$ cat src/hdl/rsp_pkg.sv
package rsp_pkg;

  // Default sizing of the block
  localparam int MAX_DIM_DEF      = 32;
  localparam int MAX_CHANNELS_DEF = 1024;
  localparam int SUM_WIDTH_DEF    = 32;

  // Rectified value: -pixel - shrink needs one bit beyond p - a
  localparam int RECT_W = 18;

  // Queue between front and back
  localparam int FIFO_DEPTH = 4;

  // Fixed field widths
  localparam int CHAN_OUT_W = 10;
  localparam int RES_SUM_W  = 32;
  localparam int APB_ADDR_W = 5;
  localparam int APB_DATA_W = 32;

  // Register indexes
  localparam logic [2:0] REG_WIDTH_PX      = 3'd0;
  localparam logic [2:0] REG_HEIGHT_PX     = 3'd1;
  localparam logic [2:0] REG_CHANNEL_COUNT = 3'd2;
  localparam logic [2:0] REG_SPLIT_INDEX   = 3'd3;
  localparam logic [2:0] REG_SHRINK        = 3'd4;
  localparam logic [2:0] REG_FLOOR_VALUE   = 3'd5;

  // Reset values of the registers
  localparam logic [5:0]         WIDTH_PX_RST      = 6'd19;
  localparam logic [5:0]         HEIGHT_PX_RST     = 6'd19;
  localparam logic [10:0]        CHANNEL_COUNT_RST = 11'd1;
  localparam logic [4:0]         SPLIT_INDEX_RST   = 5'd9;
  localparam logic signed [15:0] SHRINK_RST        = 16'sd0;
  localparam logic signed [15:0] FLOOR_VALUE_RST   = 16'sd0;

  typedef struct packed {
    logic [5:0]         width_px;
    logic [5:0]         height_px;
    logic [10:0]        channel_count;
    logic [4:0]         split_index;
    logic signed [15:0] shrink;
    logic signed [15:0] floor_value;
  } rsp_cfg_t;

  // One classified pixel on its way to the accumulators
  typedef struct packed {
    logic signed [RECT_W-1:0] up;
    logic signed [RECT_W-1:0] down;
    logic [1:0]               xb;    // column pool membership, bit per pool
    logic [1:0]               yb;    // row pool membership, bit per pool
    logic                     eoc;   // last pixel of its channel
    logic                     done;  // channel is the last of the image
  } rsp_entry_t;

endpackage

$ cat src/hdl/rsp_stream_if.sv
interface rsp_pix_if;
  logic               valid;
  logic               ready;
  logic signed [15:0] pixel;

  modport source (output valid, output pixel, input ready);
  modport sink   (input valid, input pixel, output ready);
endinterface

interface rsp_res_if;
  logic               valid;
  logic               ready;
  logic [9:0]         channel;
  logic               polarity;
  logic               pool_col;
  logic               pool_row;
  logic signed [31:0] sum;
  logic               last;
  logic               image_done;

  modport source (output valid, output channel, output polarity, output pool_col,
                  output pool_row, output sum, output last, output image_done,
                  input ready);
  modport sink   (input valid, input channel, input polarity, input pool_col,
                  input pool_row, input sum, input last, input image_done,
                  output ready);
endinterface

$ cat src/hdl/rsp_cfg.sv
module rsp_cfg (
  input  logic                           clk_i,
  input  logic                           rst_ni,
  input  logic                           psel,
  input  logic                           penable,
  input  logic                           pwrite,
  input  logic [rsp_pkg::APB_ADDR_W-1:0] paddr,
  input  logic [rsp_pkg::APB_DATA_W-1:0] pwdata,
  output logic [rsp_pkg::APB_DATA_W-1:0] prdata,
  output logic                           pready,
  output rsp_pkg::rsp_cfg_t              cfg_o
);
  import rsp_pkg::*;

  rsp_cfg_t   cfg_q;
  logic [2:0] idx;
  logic       wr_en;

  assign idx    = paddr[4:2];
  assign pready = 1'b1;
  assign wr_en  = psel && penable && pwrite && pready;
  assign cfg_o  = cfg_q;

  always_ff @(posedge clk_i or negedge rst_ni) begin
    if (!rst_ni) begin
      cfg_q.width_px      <= WIDTH_PX_RST;
      cfg_q.height_px     <= HEIGHT_PX_RST;
      cfg_q.channel_count <= CHANNEL_COUNT_RST;
      cfg_q.split_index   <= SPLIT_INDEX_RST;
      cfg_q.shrink        <= SHRINK_RST;
      cfg_q.floor_value   <= FLOOR_VALUE_RST;
    end else if (wr_en) begin
      case (idx)
        REG_WIDTH_PX:      cfg_q.width_px      <= pwdata[5:0];
        REG_HEIGHT_PX:     cfg_q.height_px     <= pwdata[5:0];
        REG_CHANNEL_COUNT: cfg_q.channel_count <= pwdata[10:0];
        REG_SPLIT_INDEX:   cfg_q.split_index   <= pwdata[4:0];
        REG_SHRINK:        cfg_q.shrink        <= pwdata[15:0];
        REG_FLOOR_VALUE:   cfg_q.floor_value   <= pwdata[15:0];
        default: ;
      endcase
    end
  end

  always_comb begin
    case (idx)
      REG_WIDTH_PX:      prdata = {26'd0, cfg_q.width_px};
      REG_HEIGHT_PX:     prdata = {26'd0, cfg_q.height_px};
      REG_CHANNEL_COUNT: prdata = {21'd0, cfg_q.channel_count};
      REG_SPLIT_INDEX:   prdata = {27'd0, cfg_q.split_index};
      REG_SHRINK:        prdata = {16'd0, cfg_q.shrink};
      REG_FLOOR_VALUE:   prdata = {16'd0, cfg_q.floor_value};
      default:           prdata = '0;
    endcase
  end

endmodule

$ cat src/hdl/rsp_front.sv
module rsp_front #(
  parameter int MAX_DIM      = rsp_pkg::MAX_DIM_DEF,
  parameter int MAX_CHANNELS = rsp_pkg::MAX_CHANNELS_DEF
) (
  input  logic               clk_i,
  input  logic               rst_ni,
  input  rsp_pkg::rsp_cfg_t  cfg_i,
  rsp_pix_if.sink            pix_i,
  output logic               push_o,
  input  logic               full_i,
  output rsp_pkg::rsp_entry_t entry_o
);
  import rsp_pkg::*;

  localparam int POS_W  = $clog2(MAX_DIM);
  localparam int DIM_W  = $clog2(MAX_DIM + 1);
  localparam int CMP_W  = ((DIM_W > 6) ? DIM_W : 6) + 1;
  localparam int CH_W   = (MAX_CHANNELS > 1) ? $clog2(MAX_CHANNELS) : 1;
  localparam int NCB_W  = $clog2(MAX_CHANNELS + 1);
  localparam int NC_W   = ((NCB_W > 11) ? NCB_W : 11) + 1;

  logic [POS_W-1:0] col_q, col_d, row_q, row_d;
  logic [CH_W-1:0]  chan_q, chan_d;
  logic [CMP_W-1:0] w_eff, h_eff, col_nx, row_nx, col_ext, row_ext, split_ext;
  logic [NC_W-1:0]  nc_eff, chan_nx;
  logic             col_wrap, row_wrap, done;
  logic signed [RECT_W-1:0] up_raw, down_raw, fl_ext;

  assign pix_i.ready = !full_i;
  assign push_o      = pix_i.valid && !full_i;

  // Dimensions and channel count: zero acts as one, oversize clamps to the maximum
  always_comb begin
    if (cfg_i.width_px == '0)                      w_eff = CMP_W'(1);
    else if (CMP_W'(cfg_i.width_px) > CMP_W'(MAX_DIM)) w_eff = CMP_W'(MAX_DIM);
    else                                           w_eff = CMP_W'(cfg_i.width_px);
    if (cfg_i.height_px == '0)                      h_eff = CMP_W'(1);
    else if (CMP_W'(cfg_i.height_px) > CMP_W'(MAX_DIM)) h_eff = CMP_W'(MAX_DIM);
    else                                            h_eff = CMP_W'(cfg_i.height_px);
    if (cfg_i.channel_count == '0)                 nc_eff = NC_W'(1);
    else if (NC_W'(cfg_i.channel_count) > NC_W'(MAX_CHANNELS)) nc_eff = NC_W'(MAX_CHANNELS);
    else                                           nc_eff = NC_W'(cfg_i.channel_count);
  end

  assign col_ext   = CMP_W'(col_q);
  assign row_ext   = CMP_W'(row_q);
  assign split_ext = CMP_W'(cfg_i.split_index);
  assign col_nx    = col_ext + CMP_W'(1);
  assign row_nx    = row_ext + CMP_W'(1);
  assign col_wrap  = !(col_nx < w_eff);
  assign row_wrap  = !(row_nx < h_eff);
  assign chan_nx   = NC_W'(chan_q) + NC_W'(1);
  assign done      = chan_nx >= nc_eff;

  always_comb begin
    col_d  = col_q;
    row_d  = row_q;
    chan_d = chan_q;
    if (push_o) begin
      if (!col_wrap) begin
        col_d = col_nx[POS_W-1:0];
      end else begin
        col_d = '0;
        if (!row_wrap) begin
          row_d = row_nx[POS_W-1:0];
        end else begin
          row_d  = '0;
          chan_d = done ? '0 : chan_nx[CH_W-1:0];
        end
      end
    end
  end

  always_ff @(posedge clk_i or negedge rst_ni) begin
    if (!rst_ni) begin
      col_q  <= '0;
      row_q  <= '0;
      chan_q <= '0;
    end else begin
      col_q  <= col_d;
      row_q  <= row_d;
      chan_q <= chan_d;
    end
  end

  // Symmetric rectification, clamped below by the floor
  assign up_raw   = RECT_W'(pix_i.pixel) - RECT_W'(cfg_i.shrink);
  assign down_raw = -RECT_W'(pix_i.pixel) - RECT_W'(cfg_i.shrink);
  assign fl_ext   = RECT_W'(cfg_i.floor_value);

  always_comb begin
    entry_o.up   = (up_raw < fl_ext) ? fl_ext : up_raw;
    entry_o.down = (down_raw < fl_ext) ? fl_ext : down_raw;
    if (col_ext < split_ext)       entry_o.xb = 2'b01;
    else if (col_ext == split_ext) entry_o.xb = 2'b11;
    else                           entry_o.xb = 2'b10;
    if (row_ext < split_ext)       entry_o.yb = 2'b01;
    else if (row_ext == split_ext) entry_o.yb = 2'b11;
    else                           entry_o.yb = 2'b10;
    entry_o.eoc  = col_wrap && row_wrap;
    entry_o.done = done;
  end

endmodule

$ cat src/hdl/rsp_fifo.sv
module rsp_fifo (
  input  logic                clk_i,
  input  logic                rst_ni,
  input  logic                push_i,
  output logic                full_o,
  input  rsp_pkg::rsp_entry_t wr_data_i,
  input  logic                pop_i,
  output logic                valid_o,
  output rsp_pkg::rsp_entry_t rd_data_o
);
  import rsp_pkg::*;

  localparam int PTR_W = $clog2(FIFO_DEPTH);

  rsp_entry_t       mem_q [FIFO_DEPTH];
  logic [PTR_W-1:0] wr_ptr_q, rd_ptr_q;
  logic [PTR_W:0]   cnt_q;
  logic             do_push, do_pop;

  assign full_o    = (cnt_q == (PTR_W+1)'(FIFO_DEPTH));
  assign valid_o   = (cnt_q != '0);
  assign do_push   = push_i && !full_o;
  assign do_pop    = pop_i && valid_o;
  assign rd_data_o = mem_q[rd_ptr_q];

  always_ff @(posedge clk_i) begin
    if (do_push) mem_q[wr_ptr_q] <= wr_data_i;
  end

  always_ff @(posedge clk_i or negedge rst_ni) begin
    if (!rst_ni) begin
      wr_ptr_q <= '0;
      rd_ptr_q <= '0;
      cnt_q    <= '0;
    end else begin
      if (do_push) wr_ptr_q <= wr_ptr_q + PTR_W'(1);
      if (do_pop)  rd_ptr_q <= rd_ptr_q + PTR_W'(1);
      case ({do_push, do_pop})
        2'b10:   cnt_q <= cnt_q + (PTR_W+1)'(1);
        2'b01:   cnt_q <= cnt_q - (PTR_W+1)'(1);
        default: cnt_q <= cnt_q;
      endcase
    end
  end

endmodule

$ cat src/hdl/rsp_back.sv
module rsp_back #(
  parameter int MAX_CHANNELS = rsp_pkg::MAX_CHANNELS_DEF,
  parameter int SUM_WIDTH    = rsp_pkg::SUM_WIDTH_DEF
) (
  input  logic                clk_i,
  input  logic                rst_ni,
  input  logic                valid_i,
  input  rsp_pkg::rsp_entry_t entry_i,
  output logic                pop_o,
  rsp_res_if.source           res_o
);
  import rsp_pkg::*;

  localparam int CH_W = (MAX_CHANNELS > 1) ? $clog2(MAX_CHANNELS) : 1;

  logic signed [SUM_WIDTH-1:0] sums_q  [8];
  logic signed [SUM_WIDTH-1:0] drain_q [8];
  logic signed [SUM_WIDTH-1:0] add_w   [8];
  logic [CH_W-1:0]             chan_q, out_chan_q;
  logic [CH_W+CHAN_OUT_W-1:0]  chan_wide;
  logic                        out_done_q, drain_act_q;
  logic [2:0]                  idx_q;
  logic                        take, load_ok, load;

  assign take    = res_o.valid && res_o.ready;
  assign load_ok = !drain_act_q || (take && idx_q == 3'd7);
  assign pop_o   = valid_i && (!entry_i.eoc || load_ok);
  assign load    = pop_o && entry_i.eoc;

  // Contribution of the popped pixel to each pool sum
  always_comb begin
    for (int k = 0; k < 8; k++) begin
      if (entry_i.yb[(k >> 1) & 1] && entry_i.xb[k & 1]) begin
        add_w[k] = (k >= 4) ? SUM_WIDTH'(entry_i.down) : SUM_WIDTH'(entry_i.up);
      end else begin
        add_w[k] = '0;
      end
    end
  end

  always_ff @(posedge clk_i or negedge rst_ni) begin
    if (!rst_ni) begin
      for (int k = 0; k < 8; k++) sums_q[k] <= '0;
    end else if (pop_o) begin
      for (int k = 0; k < 8; k++) sums_q[k] <= entry_i.eoc ? '0 : sums_q[k] + add_w[k];
    end
  end

  // Snapshot a finished channel into the drain buffer
  always_ff @(posedge clk_i) begin
    if (load) begin
      for (int k = 0; k < 8; k++) drain_q[k] <= sums_q[k] + add_w[k];
      out_chan_q <= chan_q;
      out_done_q <= entry_i.done;
    end
  end

  always_ff @(posedge clk_i or negedge rst_ni) begin
    if (!rst_ni) begin
      chan_q      <= '0;
      drain_act_q <= 1'b0;
      idx_q       <= '0;
    end else begin
      if (load) begin
        chan_q      <= entry_i.done ? '0 : chan_q + CH_W'(1);
        drain_act_q <= 1'b1;
        idx_q       <= '0;
      end else if (take) begin
        if (idx_q == 3'd7) drain_act_q <= 1'b0;
        idx_q <= idx_q + 3'd1;
      end
    end
  end

  assign chan_wide        = {{CHAN_OUT_W{1'b0}}, out_chan_q};
  assign res_o.valid      = drain_act_q;
  assign res_o.channel    = chan_wide[CHAN_OUT_W-1:0];
  assign res_o.polarity   = idx_q[2];
  assign res_o.pool_row   = idx_q[1];
  assign res_o.pool_col   = idx_q[0];
  assign res_o.sum        = RES_SUM_W'(drain_q[idx_q]);
  assign res_o.last       = (idx_q == 3'd7);
  assign res_o.image_done = out_done_q;

endmodule

$ cat src/hdl/rectify_and_sum_pool_core.sv
// Symmetric rectification and 2x2 sum pooling. Pixels (signed Q4.12) enter in
// raster order, column fastest, one channel after another; each pixel yields
// max(floor_value, p - shrink) and max(floor_value, -p - shrink), which are
// added into the positive and negative sums of every pool its column and row
// belong to (below split_index pool 0, equal to it both pools, above it pool
// 1). After a channel's last pixel eight sums come out, polarity 0 first and
// row-major within each polarity, with last on the eighth and image_done on
// every result of the image's final channel. Sustained rate is one pixel per
// cycle while results are taken: the front classifies and counts positions
// at one pixel a cycle, a four-entry queue feeds the accumulators, and a
// finished channel moves to a drain buffer that emits one result per cycle
// while the next channel accumulates. A channel of fewer than eight pixels
// holds the queue until the drain buffer frees, so such images run at its
// pace. Results are offered once the last pixel has passed the queue into the
// drain buffer. Sums wrap modulo 2^SUM_WIDTH. The user must write registers
// over the APB port only while no item is in flight, which is not enforced.
module rectify_and_sum_pool_core #(
  parameter int MAX_DIM      = rsp_pkg::MAX_DIM_DEF,
  parameter int MAX_CHANNELS = rsp_pkg::MAX_CHANNELS_DEF,
  parameter int SUM_WIDTH    = rsp_pkg::SUM_WIDTH_DEF
) (
  input  logic                           clk_i,
  input  logic                           rst_ni,
  rsp_pix_if.sink                        pix_i,
  rsp_res_if.source                      res_o,
  input  logic                           psel,
  input  logic                           penable,
  input  logic                           pwrite,
  input  logic [rsp_pkg::APB_ADDR_W-1:0] paddr,
  input  logic [rsp_pkg::APB_DATA_W-1:0] pwdata,
  output logic [rsp_pkg::APB_DATA_W-1:0] prdata,
  output logic                           pready
);
  import rsp_pkg::*;

  rsp_cfg_t   cfg;
  rsp_entry_t wr_entry, rd_entry;
  logic       push, full, pop, q_valid;

  // Register file
  rsp_cfg u_cfg (
    .clk_i   (clk_i),
    .rst_ni  (rst_ni),
    .psel    (psel),
    .penable (penable),
    .pwrite  (pwrite),
    .paddr   (paddr),
    .pwdata  (pwdata),
    .prdata  (prdata),
    .pready  (pready),
    .cfg_o   (cfg)
  );

  // Front: take pixels, rectify, track position and channel end
  rsp_front #(
    .MAX_DIM      (MAX_DIM),
    .MAX_CHANNELS (MAX_CHANNELS)
  ) u_front (
    .clk_i   (clk_i),
    .rst_ni  (rst_ni),
    .cfg_i   (cfg),
    .pix_i   (pix_i),
    .push_o  (push),
    .full_i  (full),
    .entry_o (wr_entry)
  );

  // Decouple the front from the accumulators
  rsp_fifo u_fifo (
    .clk_i     (clk_i),
    .rst_ni    (rst_ni),
    .push_i    (push),
    .full_o    (full),
    .wr_data_i (wr_entry),
    .pop_i     (pop),
    .valid_o   (q_valid),
    .rd_data_o (rd_entry)
  );

  // Back: accumulate pool sums and drain them per channel
  rsp_back #(
    .MAX_CHANNELS (MAX_CHANNELS),
    .SUM_WIDTH    (SUM_WIDTH)
  ) u_back (
    .clk_i   (clk_i),
    .rst_ni  (rst_ni),
    .valid_i (q_valid),
    .entry_i (rd_entry),
    .pop_o   (pop),
    .res_o   (res_o)
  );

endmodule

$ cat src/flat_wrapper.sv
// flat-port wrapper written by rule: the top's interface ports become plain ports
module rectify_and_sum_pool_core_flat import rsp_pkg::*;
#(
  parameter int MAX_DIM      = rsp_pkg::MAX_DIM_DEF,
  parameter int MAX_CHANNELS = rsp_pkg::MAX_CHANNELS_DEF,
  parameter int SUM_WIDTH    = rsp_pkg::SUM_WIDTH_DEF
)
  (clk_i, rst_ni, psel, penable, pwrite, paddr, pwdata, prdata, pready, pix_i_valid, pix_i_pixel, pix_i_ready, res_o_valid, res_o_channel, res_o_polarity, res_o_pool_col, res_o_pool_row, res_o_sum, res_o_last, res_o_image_done, res_o_ready);
  rsp_pix_if pix_i_i ();
  rsp_res_if res_o_i ();
  input  logic clk_i;
  input  logic rst_ni;
  input  logic psel;
  input  logic penable;
  input  logic pwrite;
  input  logic [rsp_pkg::APB_ADDR_W-1:0] paddr;
  input  logic [rsp_pkg::APB_DATA_W-1:0] pwdata;
  output logic [rsp_pkg::APB_DATA_W-1:0] prdata;
  output logic pready;
  input wire logic [$bits(pix_i_i.valid)-1:0] pix_i_valid;
  input wire logic [$bits(pix_i_i.pixel)-1:0] pix_i_pixel;
  output wire logic [$bits(pix_i_i.ready)-1:0] pix_i_ready;
  output wire logic [$bits(res_o_i.valid)-1:0] res_o_valid;
  output wire logic [$bits(res_o_i.channel)-1:0] res_o_channel;
  output wire logic [$bits(res_o_i.polarity)-1:0] res_o_polarity;
  output wire logic [$bits(res_o_i.pool_col)-1:0] res_o_pool_col;
  output wire logic [$bits(res_o_i.pool_row)-1:0] res_o_pool_row;
  output wire logic [$bits(res_o_i.sum)-1:0] res_o_sum;
  output wire logic [$bits(res_o_i.last)-1:0] res_o_last;
  output wire logic [$bits(res_o_i.image_done)-1:0] res_o_image_done;
  input wire logic [$bits(res_o_i.ready)-1:0] res_o_ready;
  assign pix_i_i.valid = pix_i_valid;
  assign pix_i_i.pixel = pix_i_pixel;
  assign pix_i_ready = pix_i_i.ready;
  assign res_o_valid = res_o_i.valid;
  assign res_o_channel = res_o_i.channel;
  assign res_o_polarity = res_o_i.polarity;
  assign res_o_pool_col = res_o_i.pool_col;
  assign res_o_pool_row = res_o_i.pool_row;
  assign res_o_sum = res_o_i.sum;
  assign res_o_last = res_o_i.last;
  assign res_o_image_done = res_o_i.image_done;
  assign res_o_i.ready = res_o_ready;
  rectify_and_sum_pool_core #(.MAX_DIM(MAX_DIM), .MAX_CHANNELS(MAX_CHANNELS), .SUM_WIDTH(SUM_WIDTH)) u_core (.clk_i(clk_i), .rst_ni(rst_ni), .pix_i(pix_i_i), .res_o(res_o_i), .psel(psel), .penable(penable), .pwrite(pwrite), .paddr(paddr), .pwdata(pwdata), .prdata(prdata), .pready(pready));
endmodule
$ cat config.mk
export PLATFORM = sky130hd
export DESIGN_NAME = rectify_and_sum_pool_core_flat
export DESIGN_NICKNAME = d
export VERILOG_FILES = /design/src/hdl/rsp_pkg.sv /design/src/hdl/rsp_stream_if.sv /design/src/hdl/rsp_cfg.sv /design/src/hdl/rsp_front.sv /design/src/hdl/rsp_fifo.sv /design/src/hdl/rsp_back.sv /design/src/hdl/rectify_and_sum_pool_core.sv /design/src/flat_wrapper.sv
export SDC_FILE = /design/constraint.sdc
export NUM_CORES = 2
export LEC_CHECK = 0
export ABC_AREA = 1
export BUFFER_PORTS_ARGS = -buffer_cell sky130_fd_sc_hd__buf_2
export CORE_ASPECT_RATIO = 0.75
export CORE_MARGIN = 5
export CORE_UTILIZATION = 49
export CTS_CLUSTER_SIZE = 28
export DETAILED_ROUTE_END_ITERATION = 8
export HOLD_SLACK_MARGIN = 0.08
export PLACE_DENSITY = 0.73
export SYNTH_ARGS = -nofsm -noshare
export SYNTH_HDL_FRONTEND = slang
export SYNTH_SLANG_ARGS = --single-unit
export TNS_END_PERCENT = 50
$ cat constraint.sdc
create_clock -name clk_i -period 4.8 [get_ports clk_i]
set_input_delay 0.24 -clock clk_i [delete_from_list [all_inputs] [get_ports clk_i]]
set_output_delay 0.24 -clock clk_i [all_outputs]
set_load 0.1 [all_outputs]
==> results.tsv <==
metric	value	unit
post-DR vias/cell	5.33	
HP Class	in -> async	
Yosys reg bits	788	
Final min period	4.26	ns
Core Rows	106	
Post CTS Setup Buffer Count	0	
Setup-failing EPs final	0	
Worst setup SP type	flip-flop	
CTS Buffer Depth	3	
total track usage	27.6	%
fmax	235	MHz
Initial Utilization	49.4	%
Post-Syn Area	55100	um2
Gate Count Post-Synth	7642	
Wirelength per Cell	17.9	um
Rel. slew slack	21.1	%
# DRC	0	
I/O pin count	142	
Die W	397	um
Final #Nets	8180	
clk_lat worst skew	0.71	ns
DIE AREA	119000	um2
first-pass GRT wire length	260	mm
core box area	112000	um2
critical path class	reg -> reg	
Post-synth EDFFs	431	
yosys synthesis warning count	0	
Port Buf Inserts	106	
Final ANT Viol Nets	0	
clock tree sinks	788	
register area share after synthesis	39.7	%
CP max FO	19	
Final Skew	0.0658	ns
Die Y	300	um
measured slew at the worst slew-check pin	1.18	ns
Worst setup startpoint	u_core.u_cfg.cfg_o[17]	
CP arrival	4.78	ns
CTS H-tree lvls	3	
Max Slew Vio Count	0	
initial drt markers	5111	
Root Driver	clkbuf_16	
via count	49700	
largest net degree at the start of global routing	142	
initial antenna violation count	6	
max_cap viols	0	
outcome	completed	
clk slew on worst S/H paths	0.06	ns
Num CTS Buffers	84	
synth unique cells	57	
PostCTS Resize Cnt	0	
Async S/R FF share, synth	45.3	%
area delta synth->final	9.30	%
DRT Pass-1 Iters	6	
final WL	167	mm
hpwl dp	126	mm
hold-fix buffers at CTS	20	
RePlAce Congestion	0.948	
count of final hold-check violations	0	
RSZ-0062 raised after global routing	false	
post-route clock period utilization	88.8	%
worst path required time	5.32	ns
vias in the first global route	46600	
global route total overflow	0	
CP Capture Type	flip-flop	
CTS tree	done	
syn_area_per_cell	7.21	um2
ys flop type	edfxtp_1	
FF-to-FF Start	u_core.u_cfg.cfg_o[17]	
TNS Setup	0	ns
layout cells sized above 1	4.96	%
## sequential cells by signal, summed over array words and instances, names as in the netlist
signal                          cells
u_core.u_back.idx_q                 3
u_core.u_back.res_o.image_done      1
u_core.u_front.row_q                5
u_core.u_back.chan_q               10
u_core.u_fifo.rd_ptr_q              2
u_core.u_fifo.wr_ptr_q              2
u_core.u_front.col_q                5
u_core.u_back.sums_q              256
u_core.u_back.res_o.valid           1
u_core.u_back.drain_q             256
u_core.u_fifo.cnt_q                 3
u_core.u_fifo.mem_q               164
u_core.u_front.chan_q              10
u_core.u_back.res_o.channel        10
u_core.u_cfg.cfg_o                 60
## placed cells by master (no fill, tap or decap), types with 57 or more instances in the layout
master,count
nand2_1,2683
inv_1,1190
nor2_1,764
edfxtp_1,431
nand3_1,382
ha_1,371
dfrtp_1,345
a21oi_1,250
o21ai_0,249
and2_1,131
buf_2,105
xnor2_1,92
clkbuf_16,84
o21ai_1,67
xor2_1,57
## cell usage after synthesis (5+ instances only)
library cell | number | area, um2
a22oi_1 | 8 | 60.1
fa_1 | 11 | 220
and3_1 | 14 | 87.6
o22ai_1 | 51 | 319
o221ai_1 | 5 | 43.8
edfxtp_1 | 431 | 12900
dfstp_2 | 9 | 236
a21oi_1 | 250 | 1250
nand4_1 | 37 | 231
or2_2 | 13 | 81.3
buf_4 | 44 | 330
xnor2_1 | 92 | 806
buf_1 | 9 | 33.8
xor2_1 | 57 | 499
clkbuf_1 | 58 | 218
ha_1 | 371 | 4640
o21ai_1 | 67 | 335
and2_1 | 131 | 820
nand2_1 | 2683 | 10100
buf_2 | 47 | 235
inv_2 | 14 | 52.6
nor2_1 | 770 | 2890
a31oi_1 | 32 | 200
nand3b_1 | 55 | 413
nand3_1 | 382 | 1910
a22o_1 | 17 | 149
buf_6 | 20 | 225
inv_1 | 1190 | 4470
mux2_2 | 6 | 67.6
nor3_1 | 33 | 165
nand2_4 | 6 | 67.6
dfrtp_1 | 348 | 8710
o21bai_1 | 29 | 218
nand2_2 | 19 | 119
a32o_1 | 33 | 330
a21o_1 | 7 | 52.6
nor4_1 | 10 | 62.6
o21ai_0 | 249 | 1250
## cell families (layout without fill, tap and decap cells)
kind of cell | after synthesis | after routing | share of synthesized area, %
AND/OR/NAND/NOR | 4168 | 4168 | 31.0
buffers and inverters | 1387 | 1540 | 10.2
flip-flops | 788 | 788 | 39.7
AO/OA/AOI/OAI | 760 | 760 | 7.82
adder cells (fa/ha/maj) | 382 | 382 | 8.82
XOR/XNOR | 149 | 149 | 2.37
multiplexers | 6 | 6 | 0.123
other | 2 | 19 | 0.0136
## final cells by class
type	instances	area, um2
fill	10600	51300
multi-input combinational	5482	27700
sequential	788	21900
inverter	1206	4540
clock buffer	103	2230
tap	1512	1890
timing repair buffer	176	1240
clock inverter	55	704
antenna	2	5.00
## worst paths after layout
path	endpoint	slack, ns	cells past startpoint
hold reg to reg	u_core.u_back.res_o.channel[1]	0.48	0
max in group asynchronous	u_core.u_back.idx_q[0]	3.33	3
setup reg to reg	u_core.u_fifo.mem_q[1][21]	0.54	26
setup / recovery	u_core.u_fifo.mem_q[1][21]	0.54	26
hold / removal	u_core.u_back.sums_q[20]	0.15	2
min in group clk_i	u_core.u_cfg.cfg_o[32]	0.15	5
## per-layer routing
layer  routed length (um)  global-route usage, %
met1                76400                   41.2
met2                69900                   41.3
met3                16700                   5.53
met4                 3670                   6.05
met5                    0                      0
## through the flow
step                instance area (um2)  std cells  utilization, %  hold slack (ns)  setup WS, ns
CTS                               60200       9322            54.0           0.0836         0.633
floorplan                         55200       7657               -          -0.0556         0.359
detailed placement                57100       9144            51.2            0.266         0.699
global route                      60200       9322            54.0            0.171         0.155
finish                            60200       9324            54.0            0.146         0.536
global placement                  57100       9144            51.2            0.271         0.713
## critical path, stage by stage (launching register included)
cell	delay, ns
dfrtp_1	0.35
inv_1	0.10
ha_1	0.31
ha_1	0.18
inv_1	0.06
fa_1	0.40
inv_1	0.07
nand2_1	0.05
nand2_1	0.09
nand3_1	0.10
nand3_1	0.16
nand2_1	0.11
nand2_1	0.08
nand2_1	0.05
nand2_1	0.06
inv_1	0.05
ha_1	0.36
nand2_1	0.10
nor2_1	0.18
nand4_1	0.13
inv_1	0.10
nand3b_1	0.13
nand3_1	0.15
nand2_4	0.18
nand2_4	0.23
nand2_1	0.12
nand2_1	0.19
Power is not shown: default switching activity piles up to over one toggle a cycle in this logic, so the estimate is an artifact.
